**src/hw/rtl/ima_pkg.sv**
```systemverilog
// Package for the IMA ADPCM decoder: payload structs, config register
// indexes, the step size table and the per-nibble decode function.
// No dependencies.
`default_nettype none

package ima_pkg;

  localparam int VOL_SHIFT = 6;
  localparam int OUT_SHIFT = 16 - (8 + VOL_SHIFT);
  localparam int MAX_INDEX = 88;
  localparam int STEP_W    = 15;
  localparam int IDX_W     = 7;
  localparam int CFG_IDX_W = 2;
  localparam int CFG_DAT_W = 16;

  localparam logic [IDX_W-1:0] MAX_INDEX_V = IDX_W'(MAX_INDEX);

  // Config register indexes
  localparam logic [CFG_IDX_W-1:0] CFG_START_INDEX  = 2'd0;
  localparam logic [CFG_IDX_W-1:0] CFG_START_SAMPLE = 2'd1;

  typedef struct packed {
    logic [7:0] code_byte;
    logic       restart;
  } in_item_t;

  typedef struct packed {
    logic signed [15:0] sample_first;
    logic signed [15:0] sample_second;
  } out_item_t;

  typedef struct packed {
    logic [IDX_W-1:0]   idx;
    logic signed [15:0] pred;
  } dec_state_t;

  localparam logic [STEP_W-1:0] STEP_TABLE [0:MAX_INDEX] = '{
    15'd7,     15'd8,     15'd9,     15'd10,    15'd11,    15'd12,    15'd13,    15'd14,
    15'd16,    15'd17,    15'd19,    15'd21,    15'd23,    15'd25,    15'd28,    15'd31,
    15'd34,    15'd37,    15'd41,    15'd45,    15'd50,    15'd55,    15'd60,    15'd66,
    15'd73,    15'd80,    15'd88,    15'd97,    15'd107,   15'd118,   15'd130,   15'd143,
    15'd157,   15'd173,   15'd190,   15'd209,   15'd230,   15'd253,   15'd279,   15'd307,
    15'd337,   15'd371,   15'd408,   15'd449,   15'd494,   15'd544,   15'd598,   15'd658,
    15'd724,   15'd796,   15'd876,   15'd963,   15'd1060,  15'd1166,  15'd1282,  15'd1411,
    15'd1552,  15'd1707,  15'd1878,  15'd2066,  15'd2272,  15'd2499,  15'd2749,  15'd3024,
    15'd3327,  15'd3660,  15'd4026,  15'd4428,  15'd4871,  15'd5358,  15'd5894,  15'd6484,
    15'd7132,  15'd7845,  15'd8630,  15'd9493,  15'd10442, 15'd11487, 15'd12635, 15'd13899,
    15'd15289, 15'd16818, 15'd18500, 15'd20350, 15'd22385, 15'd24623, 15'd27086, 15'd29794,
    15'd32767
  };

  function automatic logic [IDX_W-1:0] clamp_index(logic [IDX_W-1:0] idx);
    return (idx > MAX_INDEX_V) ? MAX_INDEX_V : idx;
  endfunction

  function automatic logic [STEP_W-1:0] step_lookup(logic [IDX_W-1:0] idx);
    return STEP_TABLE[clamp_index(idx)];
  endfunction

  // One nibble: step lookup, shift-add difference, saturating update, index move.
  function automatic dec_state_t decode_nib(dec_state_t cur, logic [3:0] nib);
    logic [STEP_W-1:0]  step;
    logic [18:0]        prod;
    logic [15:0]        diff;
    logic signed [17:0] pred_x;
    logic signed [17:0] sum;
    logic [2:0]         up;
    logic [IDX_W-1:0]   idx_up;
    dec_state_t         res;
    step = step_lookup(cur.idx);
    // step*(2m+1) as a sum of shifted copies
    prod = {4'b0, step}
         + (nib[0] ? {3'b0, step, 1'b0} : 19'd0)
         + (nib[1] ? {2'b0, step, 2'b0} : 19'd0)
         + (nib[2] ? {1'b0, step, 3'b0} : 19'd0);
    diff = prod[18:3];
    pred_x = $signed({{2{cur.pred[15]}}, cur.pred});
    if (nib[3]) begin
      sum = pred_x - $signed({2'b00, diff});
    end else begin
      sum = pred_x + $signed({2'b00, diff});
    end
    if (sum[17:15] != 3'b000 && sum[17:15] != 3'b111) begin
      res.pred = sum[17] ? 16'sh8000 : 16'sh7fff;
    end else begin
      res.pred = sum[15:0];
    end
    up = {1'b0, nib[1:0]} + 3'd1;
    idx_up = cur.idx + {3'b000, up, 1'b0};
    if (!nib[2]) begin
      res.idx = (cur.idx == '0) ? '0 : cur.idx - IDX_W'(1);
    end else begin
      res.idx = clamp_index(idx_up);
    end
    return res;
  endfunction

endpackage

`default_nettype wire

```
**src/hw/rtl/ima_adpcm_decoder.sv**
```systemverilog
// IMA ADPCM decoder: one code byte in, two scaled 16-bit samples out.
// out_valid rises in the cycle after input accept; throughput 1 item per cycle unless out_stall holds a result.
// The state path (two chained nibble updates: step table lookup, shift-add,
// saturating add) runs between the state registers and the result register.
// Synchronous active-low reset clears state, config registers and out_valid.
// Depends on ima_pkg.
`default_nettype none

module ima_adpcm_decoder import ima_pkg::*; (
  input  wire logic                 clk,
  input  wire logic                 rst_n,
  input  wire logic                 in_valid,
  output logic                      in_stall,
  input  wire in_item_t             in_data,
  output logic                      out_valid,
  input  wire logic                 out_stall,
  output out_item_t                 out_data,
  input  wire logic                 cfg_valid,
  output logic                      cfg_ready,
  input  wire logic [CFG_IDX_W-1:0] cfg_index,
  input  wire logic [CFG_DAT_W-1:0] cfg_data
);

  logic               out_valid_r, out_valid_nxt;
  out_item_t          out_data_r, out_data_nxt;
  dec_state_t         state_r, state_nxt;
  logic [IDX_W-1:0]   start_index_r, start_index_nxt;
  logic signed [15:0] start_sample_r, start_sample_nxt;

  logic       in_acc;
  logic       cfg_acc;
  dec_state_t st0, st1, st2;

  assign in_stall  = out_valid_r && out_stall;
  assign in_acc    = in_valid && !in_stall;
  assign cfg_ready = 1'b1;
  assign cfg_acc   = cfg_valid && cfg_ready;
  assign out_valid = out_valid_r;
  assign out_data  = out_data_r;

  always_comb begin
    if (in_data.restart) begin
      st0.idx  = clamp_index(start_index_r);
      st0.pred = start_sample_r;
    end else begin
      st0 = state_r;
    end
    st1 = decode_nib(st0, in_data.code_byte[3:0]);
    st2 = decode_nib(st1, in_data.code_byte[7:4]);
  end

  always_comb begin
    start_index_nxt  = start_index_r;
    start_sample_nxt = start_sample_r;
    if (cfg_acc) begin
      case (cfg_index)
        CFG_START_INDEX:  start_index_nxt  = cfg_data[IDX_W-1:0];
        CFG_START_SAMPLE: start_sample_nxt = cfg_data;
        default: ;
      endcase
    end
    state_nxt     = state_r;
    out_data_nxt  = out_data_r;
    out_valid_nxt = out_valid_r && out_stall;
    if (in_acc) begin
      state_nxt                  = st2;
      out_data_nxt.sample_first  = st1.pred >>> OUT_SHIFT;
      out_data_nxt.sample_second = st2.pred >>> OUT_SHIFT;
      out_valid_nxt              = 1'b1;
    end
  end

  always_ff @(posedge clk) begin
    if (!rst_n) begin
      out_valid_r    <= 1'b0;
      state_r        <= '0;
      start_index_r  <= '0;
      start_sample_r <= '0;
    end else begin
      out_valid_r    <= out_valid_nxt;
      state_r        <= state_nxt;
      start_index_r  <= start_index_nxt;
      start_sample_r <= start_sample_nxt;
    end
  end

  always_ff @(posedge clk) begin
    out_data_r <= out_data_nxt;
  end

  a_index_in_range: assert property (@(posedge clk) disable iff (!rst_n)
    state_r.idx <= MAX_INDEX_V)
    else $error("step index left table range");

  a_accept_gives_result: assert property (@(posedge clk) disable iff (!rst_n)
    in_acc |=> out_valid_r)
    else $error("accepted item produced no result");

  a_drain_clears_valid: assert property (@(posedge clk) disable iff (!rst_n)
    (out_valid_r && !out_stall && !in_acc) |=> !out_valid_r)
    else $error("result repeated after it was taken");

  a_state_holds_idle: assert property (@(posedge clk) disable iff (!rst_n)
    !in_acc |=> $stable(state_r))
    else $error("decoder state moved without an item");

endmodule

`default_nettype wire
```
**config.mk**
```make
export PLATFORM = sky130hd
export DESIGN_NAME = ima_adpcm_decoder
export DESIGN_NICKNAME = d
export VERILOG_FILES = /design/src/hw/rtl/ima_pkg.sv /design/src/hw/rtl/ima_adpcm_decoder.sv
export SDC_FILE = /design/constraint.sdc
export NUM_CORES = 1
export LEC_CHECK = 0
export BUFFER_PORTS_ARGS = -buffer_cell sky130_fd_sc_hd__buf_2
export CAP_MARGIN = 0
export CORE_MARGIN = 1.5
export CORE_UTILIZATION = 45
export CTS_CLUSTER_SIZE = 8
export DETAILED_ROUTE_END_ITERATION = 7
export PLACE_DENSITY_LB_ADDON = 0.08
export SKIP_LAST_GASP = 1
export SYNTH_ARGS = -nofsm -noshare
export SYNTH_HDL_FRONTEND = slang
export SYNTH_SLANG_ARGS = --single-unit
```
**constraint.sdc**
```tcl
create_clock -name clk -period 11.4 [get_ports clk]
set_clock_uncertainty 0.2 [all_clocks]
set_input_delay 0.57 -clock clk [delete_from_list [all_inputs] [get_ports clk]]
set_output_delay 0.57 -clock clk [all_outputs]
set_load 0.01 [all_outputs]
```
## After elaboration in Yosys (flattened, before gate mapping)

Memory sizes are Yosys's and may differ from the RTL's.
Cells that the tools add are included.
Widths: inputs -> output; s select.

| storage, ports and cells | value |
|---|---|
| bits in registers | 75 |
| ROM bits | 3,840 |
| bits of input ports | 32 |
| logic and storage cells | 76 |
| memories | 2 |

| cells by class | value |
|---|---|
| $add $sub $neg | 16 |
| magnitude comparators | 7 |
| equality and inequality tests | 3 |
| mux-type cells | 27 |
| bitwise gates (word level) | 2 |
| reductions and logical operators | 12 |

Memories:

| memory | words | width | rd ports | clocked after Yosys merged registers in | wr ports | RTL line | RTL |
|---|---|---|---|---|---|---|---|
| (no name shown) | 128 | 15 | 1 | 0 | 0 | ima_pkg.sv:57 | `return STEP_TABLE[clamp_index(idx)];` |
| (no name shown) | 128 | 15 | 1 | 0 | 0 | ima_pkg.sv:57 |  |

Operator list:

| kind | number |
|---|---|
| $mux 16 | 6 |
| $mux 18 | 4 |
| $mux 7 | 9 |
| $mux 15 | 4 |
| $add 18x18->19 | 2 |
| $add 16x17->18 | 2 |
| $add 17x17->18 | 2 |
| $sub 16x17->18 | 2 |
| $gt 7x7->1 const B | 5 |
| $add 15x16->17 | 2 |
| $mux 17 | 2 |
| $mux 23 | 1 |
| $ge 8x8->1 const B | 2 |
| $not 7->8 | 2 |
| $add 7x4->7 | 2 |
| $logic_not 7->1 | 2 |
| $sub 7x1->7 const B | 2 |
| $add 2x1->3 const B | 2 |
| $ne 3x3->1 const B | 2 |
| $reduce_bool 3->1 | 2 |
| $logic_and 1x1->1 | 4 |
| $reduce_and 2->1 | 2 |
| $eq 2x1->1 const B | 1 |
| $logic_not 2->1 | 1 |
| other kinds (2) | 2 |

## Longest topological paths before layout

Gate-level depths: netlist of the first run.

| logic depth | value |
|---|---|
| word-level depth | 23 |
| gate-level depth with buffers | 64 |
| gate-level depth less buffers | 58 |

## Worst setup path before layout of the first run

No wires, ideal clock.

| path | value |
|---|---|
| path type | input to register |
| start | input port in_data[0] (netlist bit) |
| end | register out_data_r (netlist bit out_data[7]), data pin |
| arrival | 12.190 ns |
| data required time | 11.069 ns |
| setup slack | -1.122 ns |
| cell stages on the path | 62 |
| path buffers | 6 |
| path through | buf_6 buf_6 buf_2 nor2b_1 a31o_2 inv_1 ha_1 nand2_2 a21oi_1 nor2_1 nor2_1 inv_1 ha_1 nor2_1 a211oi_1 a221oi_1 a21oi_1 nor2_1 [... 26 more ...] o221ai_1 clkbuf_1 a21oi_1 ha_1 inv_1 fa_1 a21o_1 a21oi_1 o211ai_1 o211a_1 o21ai_0 nand2b_1 a311oi_1 a21oi_1 o21ai_0 clkbuf_1 o22ai_1 nand2_1 |

RTL lines:

| element | RTL line | RTL |
|---|---|---|
| start: declaration | ima_adpcm_decoder.sv:14 | `input wire in_item_t in_data,` |
| end signal: assignment | ima_adpcm_decoder.sv:88 | `out_data_r <= out_data_nxt;` |
| end: declaration | ima_adpcm_decoder.sv:25 | `out_item_t out_data_r, out_data_nxt;` |

==> impl_metrics.tcl, run 1 <==
set metrics [dict create \
    status "finished clean" \
    grt_pass1_wl_mm 69.58 \
    r2r_cells 54 \
    syn_nets 1976 \
    die-area_um2 30600 \
    synth_ff_type "dfxtp_1" \
    cts_buffer_depth 2 \
    hold_buffers 0 \
    syn_area_um2 13300 \
    netlist_top_cells_count "nand2_1 (181), a21oi_1 (155), nor2_1 (155)" \
    tightest_slew_ns 0.9025 \
    cp_top_family "compound AO/OA/AOI/OAI gates" \
    cp-end-kind "register" \
    fmax_mhz 91.52 \
    slowest_delay_ns 0.54 \
    crit_path_start_kind "register" \
    die_x_um 174.9 \
    synthArstFlopShare_pct 0 \
    wirelength_mm 44.44 \
    avgViaCountPerCell 5.938 \
    fp-row-count 62 \
    grt_overflow 0 \
    ys_ff_latch 75 \
    slew_headroom_pct 39.47 \
    clock_sinks 75 \
    cts.clk_slew.worst_paths_ns 0.06 \
    yosysSeqAreaShare_pct 13.39 \
    period_share_pct 95.84 \
    numCtsBuffers 9 \
    r2r-end "state_r[6]$_SDFFE_PN0P_" \
    synth_top_area_cell "ha_1" \
    synth_edf_count 28 \
    grt_usage_pct 28.05 \
    required_ns 11.43 \
    final_max_slew_viol_count 0 \
    synth.most_common_cell "nand2_1" \
    holdWs_ns 0.2570 \
    drc 0 \
    ff2ff_setup_slack_ns 0.47 \
    worstPathArrival_ns 10.95 \
    ios 67 \
    gp_congestion 1.008 \
    yosys_warnings 0 \
    cp.depth 54 \
    port_buffers 65 \
    start_util_pct 45.97 \
    r2r_start "start_index_r[4]$_SDFFE_PN0P_" \
    worstSetupPathType "reg2reg" \
    min-delay-start "in_valid" \
    use_met3_pct 3.416 \
    antenna_found_initial 1 \
    use_met2_pct 45.07 \
    hold_end "out_valid$_SDFF_PN0_" \
    avgSynthCellArea_um2 7.486 \
    syn_to_final_growth_pct 23.77 \
    root_buffer "clkbuf_16" \
    drive_gt1_share_pct 24.94 \
    hp-class "in2reg" \
    wl_per_cell_um 18.50 \
    top_usage_layer "met2" \
    synthCells 1777 \
    gr-usage-met1_pct 39.41 \
    yosysTopAreaCellShare_pct 10.25 \
    fillers 2819 \
    synthTopCellsByArea "ha_1 (10%), fa_1 (8.7%), dfxtp_1 (7.1%)" \
    drv_cap 0 \
    grt_max_degree 48 \
    clk_latency_ns 0.34 \
    hold_viol 0 \
    core_um2 28940 \
    min_period_ns 10.93 \
    path_buf_inv 8 \
    crit_fanout 8 \
    postRouteAntennaNets 0 \
    slowest_stage "fa_1" \
    path_common_cell "buf_4" \
    firstDrtPassIters 6 \
    fin_nets 2211 \
    setup_viol 0 \
    ys_types 113 \
    cts_tree "built" \
    via_count 14264 \
    hpwl_mm 34.66 \
    hold_depth 2 \
    ctsHtreeMaxLevel 3 \
    grt_pass1_vias 13092 \
    die_h_um 174.9 \
    drtIter0Drc 1356 \
]
==> cell type report <==
class                   count  area, um^2  area share [%]
clock buffers              11       242.7           1.474
multi-input cells        1469       10990           66.77
well taps                 384       480.5           2.918
inverters                 125       475.5           2.888
diodes                      1       2.502         0.01520
flip-flops and latches     75        1794           10.90
clock inverters             5       52.55          0.3192
repair buffers            332        2424           14.72
==> registers in the layout, indices dropped and copies added, names as in the netlist <==
register	count
start_index_r	7
start_sample_r	16
out_data	28
out_valid	1
state_r	23
==> how the worst max path moves through the flow <==
stage | slack [ns] | end | start
floorplan | 0.01 | out_data[7]$_DFFE_PP_ | in_data[0]
global placement | -0.23 | out_data[0]$_DFFE_PP_ | in_data[0]
detailed placement | -0.35 | out_data[1]$_DFFE_PP_ | in_data[0]
CTS | 0.02 | out_data[1]$_DFFE_PP_ | start_index_r[4]$_SDFFE_PN0P_
global route | -0.07 | state_r[3]$_SDFFE_PN0P_ | start_index_r[3]$_SDFFE_PN0P_
finish | 0.47 | state_r[6]$_SDFFE_PN0P_ | start_index_r[4]$_SDFFE_PN0P_
==> per-stage QoR <==
stage                     setup WS (ns)  area, um^2  instances  utilization [%]  setup TNS [ns]
after floorplan                 0.01263       13410       1777                -               0
after global placement          -0.2287       15560       2360            53.77          -6.128
after detailed placement        -0.3521       15560       2360            53.77          -9.297
after CTS                       0.02422       15870       2376            54.83               0
after global routing           -0.06770       16460       2402            56.90          -1.261
final                            0.4740       16460       2402            56.90               0
==> metal layers <==
layer / share of wire (%) / routed length (um)
met1: 46 / 20430
met2: 45 / 19860
met3: 6.6 / 2931
met4: 2.7 / 1214
met5: 0 / 0
==> placed cells by master, fill, tap and decap left out, types with 11 or more instances in the layout <==
cell type	synthesis	routed
o21a_1	16	16
a31oi_1	29	27
nor2b_1	22	21
mux2_2	15	15
a211oi_1	26	22
a21oi_1	155	137
o21ai_0	109	98
o22ai_1	11	11
dfxtp_1	47	43
a21boi_0	18	17
edfxtp_1	28	28
and2_1	47	46
nor2_1	155	147
inv_1	116	110
a21oi_2	2	19
o21ai_1	29	36
a21o_1	43	43
nand2b_1	22	21
buf_2	21	64
nand2_1	181	180
nor3_1	35	33
xor2_1	23	22
fa_1	58	56
ha_1	109	95
mux2i_1	18	17
nand3_1	28	27
buf_4	7	258
o211ai_1	31	31
xnor2_1	60	57
==> repair_timing <==
item	4_1_cts	5_1_grt
pin swaps	0	49
hold endpoints to repair	0	0
cloned	0	1
gates resized for setup	3	94
buffers inserted	0	24
setup endpoints to repair	29	30
==> cell families after synthesis <==
logic type	synth area share, %
compound gates	30.57
xor+xnor	5.766
fa+ha+maj	18.98
buf+inv	7.393
flops	13.39
mux	2.737
other cells	0.02819
simple gates	21.13
Power of run 1 is not shown: default switching activity piles up to over one toggle a cycle in this logic, so the estimate is an artifact.
==> run 2, diff against run 1 <==
- ABC_AREA: not set -> 1
- GPL_TIMING_DRIVEN: not set -> 0
==> run 2 against run 1 <==
- core utilization decreased by 1.5 points
- wire length shrank 3.2%
- global-route usage increased by 0.89 points
- hold slack better by 0.014 ns
- synthesized area shrank 6.4%
- die area down 6.3%
- largest cell class unchanged
- cell count rose by 1.2%
- worst setup slack lost 0.077 ns
- non-clock buffer count decreased by 151
- critical endpoint is now state_r[8]$_SDFFE_PN0P_
- via count decreased by 5.4%
==> impl_metrics.tcl, run 2 <==
set metrics [dict create \
    status "finished clean" \
    synth_top_area_cell "nand2_1" \
    netlist_top_cells_count "nand2_1 (501), inv_1 (250), nor2_1 (203)" \
    die-area_um2 28670 \
    die_x_um 169.3 \
    firstDrtPassIters 7 \
    hold_viol 0 \
    yosysSeqAreaShare_pct 14.31 \
    min_period_ns 11.00 \
    final_max_slew_viol_count 0 \
    yosys_warnings 0 \
    grt_usage_pct 28.93 \
    hpwl_mm 33.78 \
    drtIter0Drc 965 \
    worstSetupPathType "in2reg" \
    worstPathArrival_ns 11.07 \
    fin_nets 2284 \
    ys_types 60 \
    multi_input_area_um2 10250 \
    path_common_cell "nand2_1" \
    utilization_pct 55.39 \
    drv_cap 0 \
    slowest_stage "fa_1" \
    syn_nets 2149 \
    gp_congestion 1.004 \
    seqCellArea_um2 1787 \
    synthCells 1950 \
    antenna_found_initial 0 \
    grt_pass1_wl_mm 65.59 \
    yosysTopAreaCellShare_pct 15.11 \
    fillers 2752 \
    die_h_um 169.3 \
    setup_viol 0 \
    tightest_slew_ns 0.9448 \
    cts_tree "built" \
    layout_common_cells "nand2_1 (469), inv_1 (237), nor2_1 (188), a21oi_1 (122), o21ai_0 (115)" \
    fp-row-count 60 \
    synthArstFlopShare_pct 0 \
    cp-end-kind "register" \
    port_buffers 64 \
    synth_edf_count 28 \
    crit_fanout 10 \
    grt_overflow 0 \
    numCtsBuffers 9 \
    synth.most_common_cell "nand2_1" \
    slew_headroom_pct 37.01 \
    via_count 13493 \
    ff2ff_setup_slack_ns 0.42 \
    clock_sinks 75 \
    start_util_pct 46.06 \
    diodes 0 \
    synth_ff_type "dfxtp_1" \
    wirelength_mm 43.03 \
    avgViaCountPerCell 5.550 \
    ios 67 \
    largest_reg_flops 28 \
    fmax_mhz 90.89 \
    cts.clk_slew.worst_paths_ns 0.06 \
    syn_area_um2 12450 \
    clk_latency_ns 0.34 \
    wl_per_cell_um 17.70 \
    drc 0 \
    drive_gt1_share_pct 20.14 \
    hp-class "reg2reg" \
    synthTopCellsByArea "nand2_1 (15%), ha_1 (11%), fa_1 (9.3%)" \
    hold_buffers 0 \
    layout_commonest_cell "nand2_1" \
    postRouteAntennaNets 0 \
    ys_ff_latch 75 \
    ctsHtreeMaxLevel 3 \
    slowest_delay_ns 0.57 \
    syn_to_final_growth_pct 20.24 \
    grt_max_degree 38 \
    grt_pass1_vias 12520 \
    required_ns 11.47 \
    cts_buffer_depth 2 \
    root_buffer "clkbuf_16" \
    period_share_pct 96.52 \
    crit_path_start_kind "input pin" \
    avgSynthCellArea_um2 6.384 \
    core_um2 27030 \
]
run 2: worst paths after layout:
kind,from,end,depth (start not counted)
worst min register to register,state_r[22]$_SDFFE_PN0P_,state_r[22]$_SDFFE_PN0P_,2
worst min-delay path,state_r[22]$_SDFFE_PN0P_,state_r[22]$_SDFFE_PN0P_,2
worst max-delay path,in_data[0],state_r[8]$_SDFFE_PN0P_,67
worst max register to register,start_index_r[4]$_SDFFE_PN0P_,state_r[8]$_SDFFE_PN0P_,66
run 2: cell type report:
type | instances | share of cell area, %
clock buffer | 12 | 1.580
inverter | 275 | 7.004
buffer | 57 | 2.374
multi-input combinational | 1543 | 68.46
tap | 341 | 2.850
clock inverter | 4 | 0.3511
sequential | 75 | 11.94
timing repair buffer | 124 | 5.441
run 2: timing repair:
action	in CTS	in global routing
pin swaps	11	50
cloned	0	3
resized for setup	65	183
setup endpoints to repair	30	30
setup buffers	14	43
run 2: kinds of logic (layout without fill, tap and decap cells):
family                     count (synthesis)  after routing  share of synthesized area, %
AOI/OAI and AO/OA                        377            377                         17.35
DFF                                       75             75                         14.31
buffers and inverters                    332            472                         10.85
and+or+nand+nor                          911            911                         31.05
other                                      1              1                       0.03012
adders and majority gates                167            167                         20.28
xor gates and xnor gates                  86             86                         6.050
muxes                                      1              1                       0.08041
run 2: worst max-delay path, delay by kind of cell:
kind	cells	cell delay [ns]
AO/OA/AOI/OAI	14	2.50
adder cells (fa/ha/maj)	8	2.48
buffers and inverters	17	1.71
XOR/XNOR	3	0.62
AND/OR/NAND/NOR	25	3.15
run 2: per-layer routing:
layer | up-vias | global-route usage, % | part of all wire [%]
met3 | 119 | 2.472 | 5.1
met5 | - | 0 | 0
met2 | 466 | 49.36 | 47
li1 | 6606 | - | -
met4 | 0 | 11.81 | 4.1
met1 | 6302 | 37.70 | 44
run 2: per-stage QoR:
stage          hold WS, ns  instance area (um^2)  TNS [ns]  setup slack, ns  cells
5_1_grt             0.2951                 14970    -2.462          -0.1332   2431
3_3_place_gp        0.2562                 13200    -46.32           -1.691   2355
4_1_cts             0.2748                 13870         0          0.01320   2385
6_report            0.2706                 14970         0           0.3971   2431
3_5_place_dp        0.2651                 13200    -43.58           -1.592   2355
2_1_floorplan       0.2453                 12450         0            1.013   1950
Power of run 2 is left out for the same reason.
